[src/hdl/bps_pkg.sv]
// Shared codes, widths and interface types for the byte pattern search block.
package bps_pkg;

  localparam int PATTERN_MAX_DEF = 64;
  localparam int OFFSET_BITS_DEF = 48;

  // Port widths of the payload and configuration fields
  localparam int OFS_PORT_W = 48;
  localparam int PLEN_W     = 7;
  localparam int PIDX_W     = 6;
  localparam int MODE_W     = 2;
  localparam int CFG_ADDR_W = 1;

  localparam logic [MODE_W-1:0] MODE_LOAD = 2'd0;
  localparam logic [MODE_W-1:0] MODE_FILE = 2'd1;
  localparam logic [MODE_W-1:0] MODE_EOF  = 2'd2;

  localparam logic [CFG_ADDR_W-1:0] CFG_START_OFFSET   = 1'd0;
  localparam logic [CFG_ADDR_W-1:0] CFG_PATTERN_LENGTH = 1'd1;

  // Broadcast from the front end to every cell
  typedef struct packed {
    logic       shift;
    logic       clear;
    logic [7:0] data;
  } bps_cell_ctl_t;

  // Transaction handed to the report stage
  typedef struct packed {
    logic valid;
    logic eof;
  } bps_push_t;

endpackage

[src/hdl/bps_cell.sv]
// One cell of the match chain: a pattern byte and its prefix-match bit.
module bps_cell (
  input  logic                  clk_i,
  input  logic                  rst_ni,
  input  logic                  load_i,
  input  logic [7:0]            load_byte_i,
  input  bps_pkg::bps_cell_ctl_t ctl_i,
  input  logic                  prev_match_i,
  output logic                  match_o
);
  import bps_pkg::*;

  logic [7:0] pat_q;
  logic       match_q, match_d;

  always_ff @(posedge clk_i) begin
    if (load_i) begin
      pat_q <= load_byte_i;
    end
  end

  always_comb begin
    match_d = match_q;
    if (ctl_i.clear) begin
      match_d = 1'b0;
    end else if (ctl_i.shift) begin
      match_d = prev_match_i && (pat_q == ctl_i.data);
    end
  end

  always_ff @(posedge clk_i or negedge rst_ni) begin
    if (!rst_ni) begin
      match_q <= 1'b0;
    end else begin
      match_q <= match_d;
    end
  end

  assign match_o = match_q;

endmodule

[src/hdl/bps_report.sv]
// Report stage: window offset check, first-match flag and output register.
module bps_report #(
  parameter int PATTERN_MAX = bps_pkg::PATTERN_MAX_DEF,
  parameter int OFFSET_BITS = bps_pkg::OFFSET_BITS_DEF,
  localparam int LEN_W = (PATTERN_MAX > 1) ? $clog2(PATTERN_MAX) : 1
) (
  input  logic                         clk_i,
  input  logic                         rst_ni,
  input  bps_pkg::bps_push_t           push_i,
  input  logic [OFFSET_BITS-1:0]       pos_i,
  output logic                         ready_o,
  input  logic                         full_i,
  input  logic [LEN_W-1:0]             len_m1_i,
  input  logic [OFFSET_BITS-1:0]       start_offset_i,
  output logic                         out_valid_o,
  input  logic                         out_stall_i,
  output logic                         found_o,
  output logic [bps_pkg::OFS_PORT_W-1:0] match_offset_o
);
  import bps_pkg::*;

  localparam int WIDE_W = (OFFSET_BITS > OFS_PORT_W) ? OFFSET_BITS : OFS_PORT_W;

  logic                   s2_valid_q, s2_eof_q;
  logic [OFFSET_BITS-1:0] s2_pos_q;
  logic                   reported_q;
  logic                   out_valid_q, found_q;
  logic [OFS_PORT_W-1:0]  offset_q;

  logic [OFFSET_BITS-1:0] begin_ofs;
  logic [WIDE_W-1:0]      begin_wide;
  logic                   has_result, out_free, adv, take;

  assign begin_ofs  = s2_pos_q - OFFSET_BITS'(len_m1_i);
  assign begin_wide = WIDE_W'(begin_ofs);
  assign has_result = s2_valid_q && !reported_q &&
                      (s2_eof_q || (full_i && (begin_ofs >= start_offset_i)));
  assign out_free   = !out_valid_q || !out_stall_i;
  assign adv        = !has_result || out_free;
  assign ready_o    = !s2_valid_q || adv;
  assign take       = push_i.valid && ready_o;

  always_ff @(posedge clk_i or negedge rst_ni) begin
    if (!rst_ni) begin
      s2_valid_q  <= 1'b0;
      s2_eof_q    <= 1'b0;
      reported_q  <= 1'b0;
      out_valid_q <= 1'b0;
    end else begin
      if (ready_o) begin
        s2_valid_q <= take;
        s2_eof_q   <= push_i.eof;
      end
      if (s2_valid_q && adv) begin
        if (s2_eof_q) begin
          reported_q <= 1'b0;
        end else if (has_result) begin
          reported_q <= 1'b1;
        end
      end
      if (has_result && out_free) begin
        out_valid_q <= 1'b1;
      end else if (!out_stall_i) begin
        out_valid_q <= 1'b0;
      end
    end
  end

  always_ff @(posedge clk_i) begin
    if (take) begin
      s2_pos_q <= pos_i;
    end
    if (has_result && out_free) begin
      found_q  <= !s2_eof_q;
      offset_q <= s2_eof_q ? '0 : begin_wide[OFS_PORT_W-1:0];
    end
  end

  assign out_valid_o    = out_valid_q;
  assign found_o        = found_q;
  assign match_offset_o = offset_q;

`ifndef SYNTHESIS
  a_s2_hold: assert property (@(posedge clk_i) disable iff (!rst_ni)
    (s2_valid_q && !adv) |=> (s2_valid_q && $stable(s2_pos_q) && $stable(s2_eof_q)))
    else $error("stalled report stage changed");
  a_found_sets_flag: assert property (@(posedge clk_i) disable iff (!rst_ni)
    (has_result && out_free && !s2_eof_q) |=> reported_q)
    else $error("found result did not set reported flag");
  a_eof_clears_flag: assert property (@(posedge clk_i) disable iff (!rst_ni)
    (s2_valid_q && s2_eof_q && adv) |=> !reported_q)
    else $error("end of file did not clear reported flag");
  a_notfound_zero: assert property (@(posedge clk_i) disable iff (!rst_ni)
    (out_valid_q && !found_q) |-> (offset_q == '0))
    else $error("not-found result with nonzero offset");
`endif

endmodule

[src/hdl/byte_pattern_search.sv]
// Byte pattern search: an accepted file byte or end of file is registered in the report
// stage, then in the output register, on its way to any result. Throughput one item per cycle
// while in_stall_o is low; the match chain shifts once per file byte. A stalled output
// stalls the input only when the waiting item would produce a result.
// Reset clears match bits, byte counter, reported flag and registers
// (start_offset 0, pattern_length 1); pattern bytes are undefined until loaded.
module byte_pattern_search #(
  parameter int PATTERN_MAX = bps_pkg::PATTERN_MAX_DEF,
  parameter int OFFSET_BITS = bps_pkg::OFFSET_BITS_DEF
) (
  input  logic                           clk_i,
  input  logic                           rst_ni,
  input  logic                           cfg_we_i,
  input  logic [bps_pkg::CFG_ADDR_W-1:0] cfg_addr_i,
  input  logic [bps_pkg::OFS_PORT_W-1:0] cfg_wdata_i,
  input  logic                           in_valid_i,
  output logic                           in_stall_o,
  input  logic [bps_pkg::MODE_W-1:0]     mode_i,
  input  logic [7:0]                     byte_value_i,
  input  logic [bps_pkg::PIDX_W-1:0]     pattern_index_i,
  output logic                           out_valid_o,
  input  logic                           out_stall_i,
  output logic                           found_o,
  output logic [bps_pkg::OFS_PORT_W-1:0] match_offset_o
);
  import bps_pkg::*;

  localparam int LEN_W  = (PATTERN_MAX > 1) ? $clog2(PATTERN_MAX) : 1;
  localparam int WIDE_W = (OFFSET_BITS > OFS_PORT_W) ? OFFSET_BITS : OFS_PORT_W;

  logic [OFFSET_BITS-1:0] start_q;
  logic [PLEN_W-1:0]      plen_q;
  logic [OFFSET_BITS-1:0] count_q, count_d;
  logic [WIDE_W-1:0]      cfg_wide;

  logic                   accept, rep_ready, file_ok, is_eof, is_load;
  logic [8:0]             len_m1_w;
  logic [LEN_W-1:0]       len_m1;
  logic [PATTERN_MAX-1:0] match_vec;
  logic [PATTERN_MAX-1:0] prev_vec;
  logic [PATTERN_MAX-1:0] load_sel;
  bps_cell_ctl_t          cell_ctl;
  bps_push_t              push;

  assign cfg_wide = WIDE_W'(cfg_wdata_i);

  always_ff @(posedge clk_i or negedge rst_ni) begin
    if (!rst_ni) begin
      start_q <= '0;
      plen_q  <= PLEN_W'(1);
    end else if (cfg_we_i) begin
      case (cfg_addr_i)
        CFG_START_OFFSET:   start_q <= cfg_wide[OFFSET_BITS-1:0];
        CFG_PATTERN_LENGTH: plen_q  <= cfg_wdata_i[PLEN_W-1:0];
        default: ;
      endcase
    end
  end

  // Clamp the length to 1..PATTERN_MAX
  always_comb begin
    if (plen_q == '0) begin
      len_m1_w = '0;
    end else if (9'(plen_q) > 9'(PATTERN_MAX)) begin
      len_m1_w = 9'(PATTERN_MAX - 1);
    end else begin
      len_m1_w = 9'(plen_q) - 9'd1;
    end
  end
  assign len_m1 = len_m1_w[LEN_W-1:0];

  assign in_stall_o = !rep_ready;
  assign accept     = in_valid_i && !in_stall_o;
  assign is_load    = accept && (mode_i == MODE_LOAD);
  assign file_ok    = accept && (mode_i == MODE_FILE) && !(&count_q);
  assign is_eof     = accept && (mode_i == MODE_EOF);

  always_comb begin
    count_d = count_q;
    if (is_eof) begin
      count_d = '0;
    end else if (file_ok) begin
      count_d = count_q + OFFSET_BITS'(1);
    end
  end

  always_ff @(posedge clk_i or negedge rst_ni) begin
    if (!rst_ni) begin
      count_q <= '0;
    end else begin
      count_q <= count_d;
    end
  end

  assign cell_ctl.shift = file_ok;
  assign cell_ctl.clear = is_eof;
  assign cell_ctl.data  = byte_value_i;

  for (genvar i = 0; i < PATTERN_MAX; i++) begin : g_cell
    if (i == 0) begin : g_head
      assign prev_vec[i] = 1'b1;
    end else begin : g_link
      assign prev_vec[i] = match_vec[i-1];
    end
    assign load_sel[i] = is_load && (9'(pattern_index_i) == 9'(i));
    bps_cell u_cell (
      .clk_i        (clk_i),
      .rst_ni       (rst_ni),
      .load_i       (load_sel[i]),
      .load_byte_i  (byte_value_i),
      .ctl_i        (cell_ctl),
      .prev_match_i (prev_vec[i]),
      .match_o      (match_vec[i])
    );
  end

  assign push.valid = file_ok || is_eof;
  assign push.eof   = is_eof;

  bps_report #(
    .PATTERN_MAX (PATTERN_MAX),
    .OFFSET_BITS (OFFSET_BITS)
  ) u_report (
    .clk_i          (clk_i),
    .rst_ni         (rst_ni),
    .push_i         (push),
    .pos_i          (count_q),
    .ready_o        (rep_ready),
    .full_i         (match_vec[len_m1]),
    .len_m1_i       (len_m1),
    .start_offset_i (start_q),
    .out_valid_o    (out_valid_o),
    .out_stall_i    (out_stall_i),
    .found_o        (found_o),
    .match_offset_o (match_offset_o)
  );

endmodule

[config.mk]
export PLATFORM = sky130hd
export DESIGN_NAME = byte_pattern_search
export DESIGN_NICKNAME = d
export VERILOG_FILES = /design/src/hdl/bps_pkg.sv /design/src/hdl/bps_cell.sv /design/src/hdl/bps_report.sv /design/src/hdl/byte_pattern_search.sv
export SDC_FILE = /design/constraint.sdc
export NUM_CORES = 1
export LEC_CHECK = 0
export BUFFER_PORTS_ARGS = -buffer_cell sky130_fd_sc_hd__buf_4
export CORE_UTILIZATION = 40
export DETAILED_ROUTE_END_ITERATION = 6
export GPL_ROUTABILITY_DRIVEN = 0
export PLACE_DENSITY_LB_ADDON = 0.05
export SETUP_SLACK_MARGIN = 0.4
export SLEW_MARGIN = 10
export SYNTH_ARGS = -nofsm -noshare
export SYNTH_HDL_FRONTEND = slang
export SYNTH_SLANG_ARGS = --single-unit
export TNS_END_PERCENT = 30
[constraint.sdc]
create_clock -name clk_i -period 7.9 [get_ports clk_i]
set_input_delay 1.185 -clock clk_i [delete_from_list [all_inputs] [get_ports clk_i]]
set_output_delay 1.185 -clock clk_i [all_outputs]
set_load 0.01 [all_outputs]
==> results of run 1 <==
path summary, 6_finish.rpt:
check / end / slack, ns / depth (start not counted)
setup / recovery: in_stall_o / 0.31 / 20
hold / removal: u_report.s2_pos_q[45]$_DFFE_PP_ / 0.49 / 0
setup reg to reg: g_cell[7].u_cell.pat_q[1]$_DFFE_PP_ / 0.67 / 24
hold reg to reg: u_report.s2_pos_q[45]$_DFFE_PP_ / 0.49 / 0
max in group asynchronous: start_q[33]$_DFFE_PN0P_ / 5.97 / 2
min in group asynchronous: start_q[13]$_DFFE_PN0P_ / 0.55 / 1
state kept, by name (all words and copies together) (netlist names):
register and count:
u_report.s2_eof_q 1, u_report.match_offset_o 48, u_report.found_o 1, g_cell.u_cell.pat_q 512
u_report.reported_q 1, u_report.out_valid_o 1, u_report.s2_valid_q 1, start_q 48
g_cell.u_cell.match_o 64, plen_q 7, u_report.s2_pos_q 48, count_q 48
critical path, delay by kind of cell, from the launching register on:
| kind | cells | cell delay, ns |
|---|---|---|
| adder cells (fa/ha/maj) | 1 | 0.33 |
| buffers and inverters | 2 | 0.17 |
| AND/OR/NAND/NOR | 12 | 3.73 |
| AO/OA/AOI/OAI | 5 | 1.07 |
| flip-flops | 1 | 0.47 |
cell usage in the layout (no fill, tap or decap), drive strengths merged, types with 63 or more instances in the layout:
| master | netlist | layout |
|---|---|---|
| edfxtp | 609 | 609 |
| xor2 | 476 | 476 |
| buf | 46 | 248 |
| dfrtp | 170 | 170 |
| nand2 | 150 | 150 |
| clkbuf | 82 | 133 |
| o21ai | 116 | 116 |
| nor4 | 99 | 99 |
| nor2 | 93 | 93 |
| nor3 | 86 | 86 |
| xnor2 | 83 | 83 |
| inv | 69 | 71 |
| a21oi | 63 | 63 |
cells by family (layout without fill, tap and decap cells):
logic type / after synthesis / after routing / share of synthesized area [%]
multiplexers: 27 / 27 / 0.9398
XOR/XNOR: 559 / 559 / 13.99
adder cells (fa/ha/maj): 58 / 58 / 2.086
AND/OR/NAND/NOR: 712 / 712 / 10.73
buffers and inverters: 197 / 483 / 2.157
AO/OA/AOI/OAI: 318 / 318 / 5.884
flip-flops: 780 / 780 / 64.21
per-stage QoR:
step	setup WS (ns)	utilization (%)	total power [mW]	hold WS, ns	std cells
after floorplan	0.4141	-	5.176	0.4473	2651
after global placement	0.2657	43.64	5.552	0.4675	3903
after detailed placement	0.2168	43.64	5.568	0.4721	3903
after CTS	0.2284	47.30	9.770	0.4839	4079
after global routing	0.05402	47.61	10.04	0.5042	4092
final	0.3121	47.61	9.670	0.4905	4092
power by group:
part	internal, mW	switching, mW	leakage, nW
clock	2.52	1.62	1.48
sequential	4.52	0.0434	7.78
combinational	0.350	0.613	5.85
metal layers:
| layer | vias to the layer above | global-route usage, % |
|---|---|---|
| met4 | 0 | 5.372 |
| met5 | - | 0 |
| met1 | 10710 | 25.23 |
| met2 | 352 | 34.80 |
| met3 | 117 | 2.770 |
| li1 | 10090 | - |
area by class of cell:
cell class              instances  area [um2]  area share [%]
inverters                      69       265.3          0.6412
multi-input cells            1674       12150           29.37
clock inverters                33       347.8          0.8408
clock buffers                 132        2631           6.361
flip-flops and latches        780       22570           54.55
well taps                    1155        1445           3.493
repair buffers                249        1963           4.745
timing repair:
action	CTS	global route
gates cloned	0	0
endpoints found under the hold margin	0	0
pin swaps	14	28
resized for setup	30	40
endpoints found under the setup margin	107	514
setup buffers	11	13
==> parameters.txt, run 1 <==
Parameter                              Value

Timing
  RSZ-0062 raised after global routing ... true
  Setup_tns ... 0 ns
  Total count of max-transition violations in the final report ... 0
  Final clock period utilization by the worst path ... 96.05%
  Final setup violation count ... 0
  Clock period minus worst slack ... 7.588 ns
  Highest Clock Rate ... between 0.1 and 0.15 GHz
  Normalized max-slew margin ... 24.05%
  Clock skew ... between 0.015 and 0.02 ns
  Final count of hold timing violations ... 0
  Tightest Pin Transition ... 1.132 ns

Route
  DR vias/cell ... 5.197
  Detail Route Antenna Nets ... 0
  Pre-antenna DRT Iters ... 5
  Number of vias after detailed routing ... 21270
  Total Routed Length ... 87.18 mm
  DRC viols ... 0
  Wire length on met1 ... 38.24 mm
  DRT iter0 DRCs ... 1123
  Met3 routed wirelength ... 2.696 mm
  Met2 WL ... between 40 and 50 mm
  Average wire length per cell after detail routing ... 21.30 um
  Uppermost layer routed ... met4

Power and ir drop
  Total power density per cell area ... 233.8 nW/um2
  Leakage ... 15.11 nW
  Maximum resistive drop on vdd ... approximately 0.00019 V

Placed design
  Total half-perimeter wirelength after legalization and detailed placement ... 53.94 mm
  Buffers added on ports ... 120
  Placement Cell Area ... 37920 um2

Worst setup path
  Reg2Reg Launch Point ... u_report.s2_pos_q[6]$_DFFE_PP_
  Worst Setup SP ... u_report.s2_pos_q[6]$_DFFE_PP_
  CP Launch Type ... register
  Critical path's slowest cell ... sky130_fd_sc_hd__or4_4
  Capturing element type of the critical path ... output port
  Required @ worst endpoint ... 6.71 ns
  Type of the setup path with the least slack ... register to output port
  Arrival time at the worst endpoint ... 6.40 ns
  Highest fanout seen on the critical path ... 5
  Largest stage delay on the critical path ... ~0.58 ns
  Critical path cell sequence ... or4_4 -> or3_4 -> or3_1 -> or3_4 -> or4b_4 -> or4b_4 -> or2_4 -> o41ai_4 -> o21ai_2 -> ha_1 -> nand4_1 -> nor2_2 -> and2_4 -> o41ai_4 -> nand3_2 -> a41oi_4 -> o21ai_2 -> nand2_2 -> inv_4 -> buf_6

Floorplanning
  Width of the die ... between 200 and 300 um
  Die Y ... roughly 300 um
  Core region area ... 86890 um2
  Top-level port count ... 121
  Initial standard-cell utilization of the core ... 40.45%
  Area of the die ... 89060 um2
  Std-Cell Rows ... 108

Flow run
  Number of violations of the max-capacitance limit ... 0

Yosys
  EDFF count, synth ... about 600
  Mapped Avg Cell Area ... between 10 and 15 um2
  Async SR Flop Fraction ... between 20% and 30%
  Count of mapped cells out of synthesis ... around 2700
  Area fraction of the dominant cell type after synthesis ... between 50% and 60%
  Count leader, synth ... sky130_fd_sc_hd__edfxtp_1
  Top cell types by occurrence after synthesis ... sky130_fd_sc_hd__edfxtp_1, sky130_fd_sc_hd__xor2_1, sky130_fd_sc_hd__dfrtp_1
  Area of the mapped netlist ... 35150 um2
  Synth Net Count ... 2779
  Synthesis warning total ... 0
  Number of distinct library cell variants in the gate-level netlist after synthesis ... 73
  Primary FF master, synth ... sky130_fd_sc_hd__edfxtp_1
  Sequential area share after synthesis ... about 64%
  Flip-flop and latch count after synthesis ... 780
  Biggest area consumer among synthesized cells ... sky130_fd_sc_hd__edfxtp_1
  Top post-synthesis cells by area ... sky130_fd_sc_hd__edfxtp_1, sky130_fd_sc_hd__dfrtp_1, sky130_fd_sc_hd__xor2_1

Hold path
  Startpoint of the tightest hold check path ... count_q[45]$_DFFE_PN0P_
  HP Class ... register to register

Global route
  Total overflow reported by the global router ... 0
  Number of antenna violations at the first check in global routing ... 0
  Global-route usage over all layers ... 19.71%
  Wire length of the first global-routing pass ... 134.9 mm
  Pin count of the biggest net entering global routing ... 96
  Number of global-route vias before repair ... ~22000

Clock tree
  Count of hold-fix buffers inserted at cts ... 0
  Deepest clock path buffer count ... 3
  Clock root buffer ... sky130_fd_sc_hd__clkbuf_16
  Clock tree from TritonCTS ... yes
  Skew-Pair Late Insertion Delay ... approximately 0.63 ns
  Clock buffers created by TritonCTS ... 88
  Sinks on Clock Net ... 780
  Worst-path clk slew ... 0.06 ns
  H-tree depth ... 3

Final layout
  Post-route cell area ... 41370 um2
  Layout cells sized above 1 ... 16.48%
  Final #Nets ... between 2000 and 3000
  Filler cells ... 7713
  Number of diodes added for antenna fixing ... 0
  Signed area change from the synthesized netlist to the final layout ... 17.70%

Status
  Run status ... finished clean
Power figures use the tool's default switching activity.
==> inputs of run 2 (changes only) <==
- CORE_ASPECT_RATIO: default -> 1.4
- GPL_TIMING_DRIVEN: default -> 0
- TNS_END_PERCENT: 30 -> 20
==> run 2 against run 1 <==
Compared with the run above: the run now ends with setup timing left; worst hold slack lost 0.11 ns; sequential cell count unchanged; power fell by 0.57%; final cell count rose by 3.3%; die area barely moved; worst setup slack worse by 0.53 ns; via count rose by 8.1%; sequential share of layout area shrank 2.3 points; critical endpoint unchanged; count of clock-buffer cells in the layout down 6; largest cell class unchanged; critical path depth grew 24; core utilization grew 2.0 points.
==> parameters.txt, run 2 (synthesis results as in run 1) <==
Parameter                              Value

Final layout
  Final core utilization ... 49.63% (+2.0 points)
  FF+latch area ... 22570 um2 (about the same)
  Signed area change from the synthesized netlist to the final layout ... 22.80%
  Final #Nets ... 3113 (+4.1%)
  Leading cell types in the layout, fill and taps excluded ... sky130_fd_sc_hd__edfxtp_1, sky130_fd_sc_hd__xor2_1, sky130_fd_sc_hd__buf_4
  Commonest non-fill, non-tap cell in the layout ... sky130_fd_sc_hd__edfxtp_1
  Footprint of the multi-input gates ... 13030 um2 (+7.2%)
  Layout cells sized above 1 ... 20.17% (+3.7 points)
  Filler cells ... 7594 (-1.5%)
  Register bank with the most flops ... g_cell.u_cell.pat_q
  Max FFs per register ... 512 (unchanged)

Status
  Violations in the final reports ... setup timing
  Run status ... finished, violations left

Clock tree
  Clock root buffer ... sky130_fd_sc_hd__clkbuf_16
  Sinks on Clock Net ... 780 (unchanged)
  H-tree depth ... 3 (unchanged)
  Clock buffers created by TritonCTS ... 82 (-6.8%)
  Skew-Pair Late Insertion Delay ... 0.66 ns (+0.03 ns)
  Worst-path clk slew ... 0.06 ns (about the same)
  Clock tree from TritonCTS ... yes
  Deepest clock path buffer count ... 3 (unchanged)

Worst setup path
  Largest stage delay on the critical path ... 0.56 ns (-0.02 ns)
  Cell type group with the largest total delay on the critical path ... buffers and inverters
  Capturing element type of the critical path ... output port
  Number of buffers and inverters on the critical path ... 36 (+34)
  Highest fanout seen on the critical path ... 8 (+3)
  Critical path's slowest cell ... sky130_fd_sc_hd__dfstp_2
  CP Launch Type ... register
  Cell repeated most along the worst path ... sky130_fd_sc_hd__buf_4
  Required @ worst endpoint ... 6.71 ns (about the same)
  Type of the setup path with the least slack ... register to output port
  Arrival time at the worst endpoint ... 6.93 ns (+0.53 ns)

Power and ir drop
  Leakage ... 15.63 nW (+3.5%)
  Internal Power ... 7.205 mW (-2.6%)
  Total power density per cell area ... 222.8 nW/um2 (-4.7%)
  Part of the power in combinational logic ... 12.3% (+2.3 points)
  Net switching fraction of the power ... 25.07% (+1.6 points)
  Part of the power in the clock network ... 40.2% (-2.6 points)
  Sequential share of power ... 47.5% (+0.3 points)
  Post-layout power ... 9.615 mW (-0.57%)
  Net Switching ... 2.410 mW (+6.1%)
  Maximum resistive drop on vdd ... 0.0001841 V (-1.2%)

Floorplanning
  Core region area ... 86960 um2 (about the same)
  Std-Cell Rows ... 128 (+19%)
  Area of the die ... 89080 um2 (about the same)
  Width of the die ... 252.5 um (-15%)
  Die Y ... 352.7 um (+18%)
  Top-level port count ... 121 (unchanged)
  Initial standard-cell utilization of the core ... 40.42% (about the same)

Global route
  Wire length of the first global-routing pass ... 163.3 mm (+21%)
  Number of global-route vias before repair ... 23940 (+8.3%)
  Met1 Resource Use GR ... 28.18% (+2.9 points)
  Met2 track utilization from global routing ... 47.22% (+12 points)
  Number of antenna violations at the first check in global routing ... 0 (unchanged)
  Met3 usage ... 3.405% (+0.64 points)
  Global-route usage over all layers ... 25.73% (+6.0 points)
  Pin count of the biggest net entering global routing ... 77 (-20%)
  Most used routing layer ... met2
  Total overflow reported by the global router ... 0 (unchanged)

Timing
  Worst Setup Slack, final ... -0.2171 ns (-0.5292 ns)
  Highest Clock Rate ... 0.1232 GHz (-6.5%)
  Clock skew ... 0.02920 ns (+0.01073 ns)
  Clock period minus worst slack ... 8.117 ns (+0.5292 ns)
  Normalized max-slew margin ... 12.28% (-12 points)
  Total count of max-transition violations in the final report ... 0 (unchanged)
  RSZ-0062 raised after global routing ... true
  Final count of hold timing violations ... 0 (unchanged)
  Tightest Pin Transition ... 1.316 ns (+0.1834 ns)
  Final setup violation count ... 49 (+49)
  Final clock period utilization by the worst path ... 102.7% (+6.7 points)

Route
  Total Routed Length ... 114.4 mm (+31%)
  Average wire length per cell after detail routing ... 27.09 um (+27%)
  DR vias/cell ... 5.441 (+4.7%)
  Detail Route Antenna Nets ... 0 (unchanged)
  DRT iter0 DRCs ... 1738 (+55%)
  Pre-antenna DRT Iters ... 5 (unchanged)
  Number of vias after detailed routing ... 22990 (+8.1%)
  DRC viols ... 0 (unchanged)

Placed design
  Buffers added on ports ... 120 (unchanged)
  Worst slack at placement ... -2.638 ns (-2.855 ns)
  Total half-perimeter wirelength after legalization and detailed placement ... 75.55 mm (+40%)

Flow run
  Number of violations of the max-capacitance limit ... 0 (unchanged)

Hold path
  HP Class ... input port to asynchronous set/reset pin
-- run 2: cell types whose count changed in the layout (fill, tap and decap cells not counted), sizes merged, moves of 2 or more --
cell / change
inv: +3
bufinv: -2
clkinvlp: +4
buf: +58
clkinv: -8
clkbuf: +62
-- run 2: worst register-to-register path, delay by kind of cell (launching register included) --
kind	cells	cell delay, ns
AO/OA/AOI/OAI	4	0.60
buffers and inverters	46	5.56
multiplexers	2	0.43
AND/OR/NAND/NOR	3	0.64
flip-flops	1	0.56
-- run 2: timing repair --
action / CTS / global route
hold buffers: 0 / 0
gates resized for setup: 233 / 163
setup buffers: 92 / 25
endpoints found under the setup margin: 726 / 671
cloned: 5 / 0
pin swaps: 45 / 63
-- run 2: path summary, 6_finish.rpt --
path / depth (start not counted) / to / slack (ns) / startpoint
max in group asynchronous: 3 / plen_q[1]$_DFFE_PN0P_ / 6.32 / rst_ni
worst max register to register: 55 / u_report.s2_pos_q[24]$_DFFE_PP_ / -0.11 / plen_q[0]$_DFFE_PN1P_
worst min-delay path: 1 / start_q[40]$_DFFE_PN0P_ / 0.38 / rst_ni
worst min register to register: 0 / u_report.s2_pos_q[37]$_DFFE_PP_ / 0.49 / count_q[37]$_DFFE_PN0P_
worst max-delay path: 44 / in_stall_o / -0.22 / plen_q[0]$_DFFE_PN1P_
min in group clk_i: 0 / u_report.s2_pos_q[37]$_DFFE_PP_ / 0.49 / count_q[37]$_DFFE_PN0P_
-- run 2: per-layer routing --
metal,up-vias,wire length (um),part of all wire (%)
li1,10320,-,-
met1,11730,41870,37
met2,696,60600,53
met3,245,5087,4.4
met4,0,6887,6.0
met5,-,0,0
-- run 2: layout make-up --
type                            count  area share, %
Inverter                           69         0.6146
Clock inverter                     27         0.6754
Clock buffer                      126          5.464
Sequential cell                   780          52.29
Timing Repair Buffer              248          5.299
Buffer                            127          2.026
Antenna cell                        1       0.005798
Multi-Input combinational cell   1674          30.18
Timing Repair inverter              3        0.05218
Tap cell                         1170          3.392
-- run 2: power groups by stage --
stage	registers, mW	clock network, mW	logic, mW
detailed placement	4.65	0	0.961
CTS	4.56	3.94	1.13
global placement	4.65	0	0.934
floorplan	4.64	0	0.533
global route	4.57	4.08	1.28
finish	4.57	3.86	1.19
-- run 2: metrics by stage --
| stage | hold WS (ns) | std cells | setup TNS [ns] | cell area (um2) |
|---|---|---|---|---|
| 2_1_floorplan | 0.4473 | 2651 | 0 | 35170 |
| 3_3_place_gp | 0.4649 | 3941 | -1683.72 | 37540 |
| 4_1_cts | 0.3549 | 4200 | -0.1888 | 42260 |
| 3_5_place_dp | 0.4807 | 3950 | -1451.65 | 37780 |
| 6_report | 0.3803 | 4225 | -3.431 | 43160 |
| 5_1_grt | 0.3812 | 4224 | -8.884 | 43160 |
==> inputs of run 3 (changes only) <==
--- a/config.mk
+++ b/config.mk
@@ -15,3 +15,3 @@
 export SETUP_SLACK_MARGIN = 0.4
-export SLEW_MARGIN = 10
+export SLEW_MARGIN = 20
 export SYNTH_ARGS = -nofsm -noshare
==> constraint.sdc (replaced) <==
create_clock -name clk_i -period 7.9 [get_ports clk_i]
set_input_delay 0.395 -clock clk_i [delete_from_list [all_inputs] [get_ports clk_i]]
set_output_delay 0.395 -clock clk_i [all_outputs]
set_load 0.01 [all_outputs]
==> run 3 against run 2 <==
Compared with the run above: the run now ends clean; first-iteration DRC count decreased by 0.40%; via count increased by 0.57%; clock power about the same; power decreased by 0.50%; global-route usage about the same; final cell count increased by 0.76%; core utilization increased by 0.11 points.
==> parameters.txt, run 3 (synthesis results as in run 1) <==
Parameter                              Value

Timing
  Final setup violation count ... 0 (-100%)
  Total count of max-transition violations in the final report ... 0 (unchanged)
  Worst Setup Slack, final ... 0.6097 ns (+0.8268 ns)
  Tightest Pin Transition ... 1.152 ns (-0.1635 ns)
  RSZ-0062 raised after global routing ... true
  Clock period minus worst slack ... 7.290 ns (-0.8268 ns)
  Setup_tns ... 0 ns (+3.431 ns)
  Highest Clock Rate ... 0.1372 GHz (+11%)
  Normalized max-slew margin ... 23.18% (+11 points)
  Final clock period utilization by the worst path ... 92.28% (-10 points)
  Clock skew ... 0.02920 ns (+0.000003400 ns)
  Final count of hold timing violations ... 0 (unchanged)

Placed design
  Buffers added on ports ... 120 (unchanged)
  Worst slack at placement ... -2.652 ns (-0.01372 ns)
  Placement Cell Area ... 37900 um2 (+0.30%)
  Total half-perimeter wirelength after legalization and detailed placement ... 75.66 mm (+0.14%)

Power and ir drop
  Total power density per cell area ... 221.2 nW/um2 (-0.72%)
  Leakage ... 15.77 nW (+0.91%)
  Maximum resistive drop on vdd ... 0.0001849 V (+0.40%)
  Post-layout power ... 9.567 mW (-0.50%)

Route
  Detail Route Antenna Nets ... 0 (unchanged)
  Pre-antenna DRT Iters ... 6 (+1)
  Total Routed Length ... 113.8 mm (-0.53%)
  DRT iter0 DRCs ... 1731 (-0.40%)
  DRC viols ... 0 (unchanged)
  Average wire length per cell after detail routing ... 26.74 um (-1.3%)
  DR vias/cell ... 5.431 (-0.19%)
  Number of vias after detailed routing ... 23120 (+0.57%)

Worst setup path
  Type of the setup path with the least slack ... register to register
  Reg2Reg Launch Point ... plen_q[1]$_DFFE_PN0P_
  Cell repeated most along the worst path ... sky130_fd_sc_hd__ha_4
  Critical path endpoint ... g_cell[3].u_cell.pat_q[2]$_DFFE_PP_
  Highest fanout seen on the critical path ... 9 (+1)
  Arrival time at the worst endpoint ... 7.64 ns (+0.71 ns)
  Capturing element type of the critical path ... register
  Largest stage delay on the critical path ... 0.54 ns (-0.02 ns)
  Endpoint of the worst register-to-register path ... g_cell[3].u_cell.pat_q[2]$_DFFE_PP_
  Worst Setup SP ... plen_q[1]$_DFFE_PN0P_
  Required @ worst endpoint ... 8.25 ns (+1.54 ns)
  Critical path's slowest cell ... sky130_fd_sc_hd__or4b_4
  CP Launch Type ... register
  R2R cell count ... 33 (-40%)
  Worst R2R Setup Slack ... 0.61 ns (+0.72 ns)

Hold path
  Startpoint of the tightest hold check path ... cfg_wdata_i[0]
  HP Class ... input port to register

Final layout
  Signed area change from the synthesized netlist to the final layout ... 23.07%
  Number of diodes added for antenna fixing ... 0 (-1)
  Post-route cell area ... 43260 um2 (+0.23%)
  Layout cells sized above 1 ... 19.08% (-1.1 points)
  FF+latch area ... 22570 um2 (unchanged)
  Footprint of the multi-input gates ... 12730 um2 (-2.3%)
  Final #Nets ... 3147 (+1.1%)
  Leading cell types in the layout, fill and taps excluded ... sky130_fd_sc_hd__edfxtp_1, sky130_fd_sc_hd__xor2_1, sky130_fd_sc_hd__buf_4
  Max FFs per register ... 512 (unchanged)
  Filler cells ... 7560 (-0.45%)
  Register bank with the most flops ... g_cell.u_cell.pat_q
  Commonest non-fill, non-tap cell in the layout ... sky130_fd_sc_hd__edfxtp_1

Floorplanning
  Core region area ... 86960 um2 (unchanged)
  Die Y ... 352.7 um (unchanged)
  Top-level port count ... 121 (unchanged)
  Width of the die ... 252.5 um (unchanged)
  Initial standard-cell utilization of the core ... 40.42% (unchanged)
  Std-Cell Rows ... 128 (unchanged)
  Area of the die ... 89080 um2 (unchanged)

Clock tree
  Clock tree from TritonCTS ... yes
  Deepest clock path buffer count ... 3 (unchanged)
  Skew-Pair Late Insertion Delay ... 0.66 ns (about the same)
  Worst-path clk slew ... 0.06 ns (about the same)
  Clock buffers created by TritonCTS ... 82 (unchanged)
  H-tree depth ... 3 (unchanged)
  Clock root buffer ... sky130_fd_sc_hd__clkbuf_16
  Sinks on Clock Net ... 780 (unchanged)

Global route
  Total overflow reported by the global router ... 0 (unchanged)
  Wire length of the first global-routing pass ... 163.3 mm (about the same)
  Number of antenna violations at the first check in global routing ... 1 (+1)
  Global-route usage over all layers ... 25.75% (about the same)
  Number of global-route vias before repair ... 23720 (-0.91%)
  Pin count of the biggest net entering global routing ... 77 (unchanged)

Status
  Run status ... finished clean

Flow run
  Number of violations of the max-capacitance limit ... 0 (unchanged)
## run 3: critical path, delay by kind of cell (launching register included)
family	cells	cell delay, ns
AO/OA/AOI/OAI	10	1.88
flip-flops	1	0.46
AND/OR/NAND/NOR	12	2.89
adder cells (fa/ha/maj)	3	0.59
buffers and inverters	8	1.15
## run 3: where the power goes
group | switching [mW] | internal, mW | total (mW) | leakage [nW]
clock | 1.64 | 2.22 | 3.86 | 1.30
combinational | 0.715 | 0.428 | 1.14 | 6.69
sequential | 0.0431 | 4.52 | 4.56 | 7.78
## run 3: worst min-delay path by stage
stage	end	cells past startpoint	slack [ns]
3_3_place_gp	u_report.reported_q$_DFFE_PN0P_	1	0.46
3_5_place_dp	start_q[38]$_DFFE_PN0P_	1	0.26
6_report	plen_q[0]$_DFFE_PN1P_	2	0.03
4_1_cts	plen_q[0]$_DFFE_PN1P_	2	0.00003
2_1_floorplan	count_q[0]$_DFFE_PN0P_	0	0.1
5_1_grt	start_q[0]$_DFFE_PN0P_	2	0.01
## run 3: timing repair
item	in CTS	in global routing
hold buffers	48	0
pin swaps	51	32
resized for setup	200	69
hold endpoints to repair	146	0
gates cloned	5	0
setup buffers	76	21
setup endpoints to repair	726	672
## run 3: layout make-up
cell class / count / area share (%)
inverter: 69 / 0.6190
tap: 1170 / 3.384
clock inverter: 41 / 0.8822
clock buffer: 111 / 5.253
timing repair inverter: 3 / 0.05206
multi-input combinational: 1674 / 29.43
buffer: 128 / 1.701
timing repair buffer: 281 / 6.511
sequential: 780 / 52.17
## run 3: per-layer routing
metal	part of all wire, %	up-vias	wire length (um)	GRT usage, %
li1	-	10410	-	-
met1	36	11780	41270	28.51
met2	54	706	61520	48.32
met3	4.5	217	5075	3.103
met4	5.3	0	5977	12.10
met5	0	-	0	0
## run 3: per-stage QoR
stage          hold WS, ns  cells  utilization, %
6_report           0.03223   4257           49.74
5_1_grt            0.01382   4257           49.74
4_1_cts         0.00003231   4235           49.21
3_5_place_dp        0.2647   3954           43.58
3_3_place_gp        0.4649   3941           43.17
2_1_floorplan      0.09941   2651               -
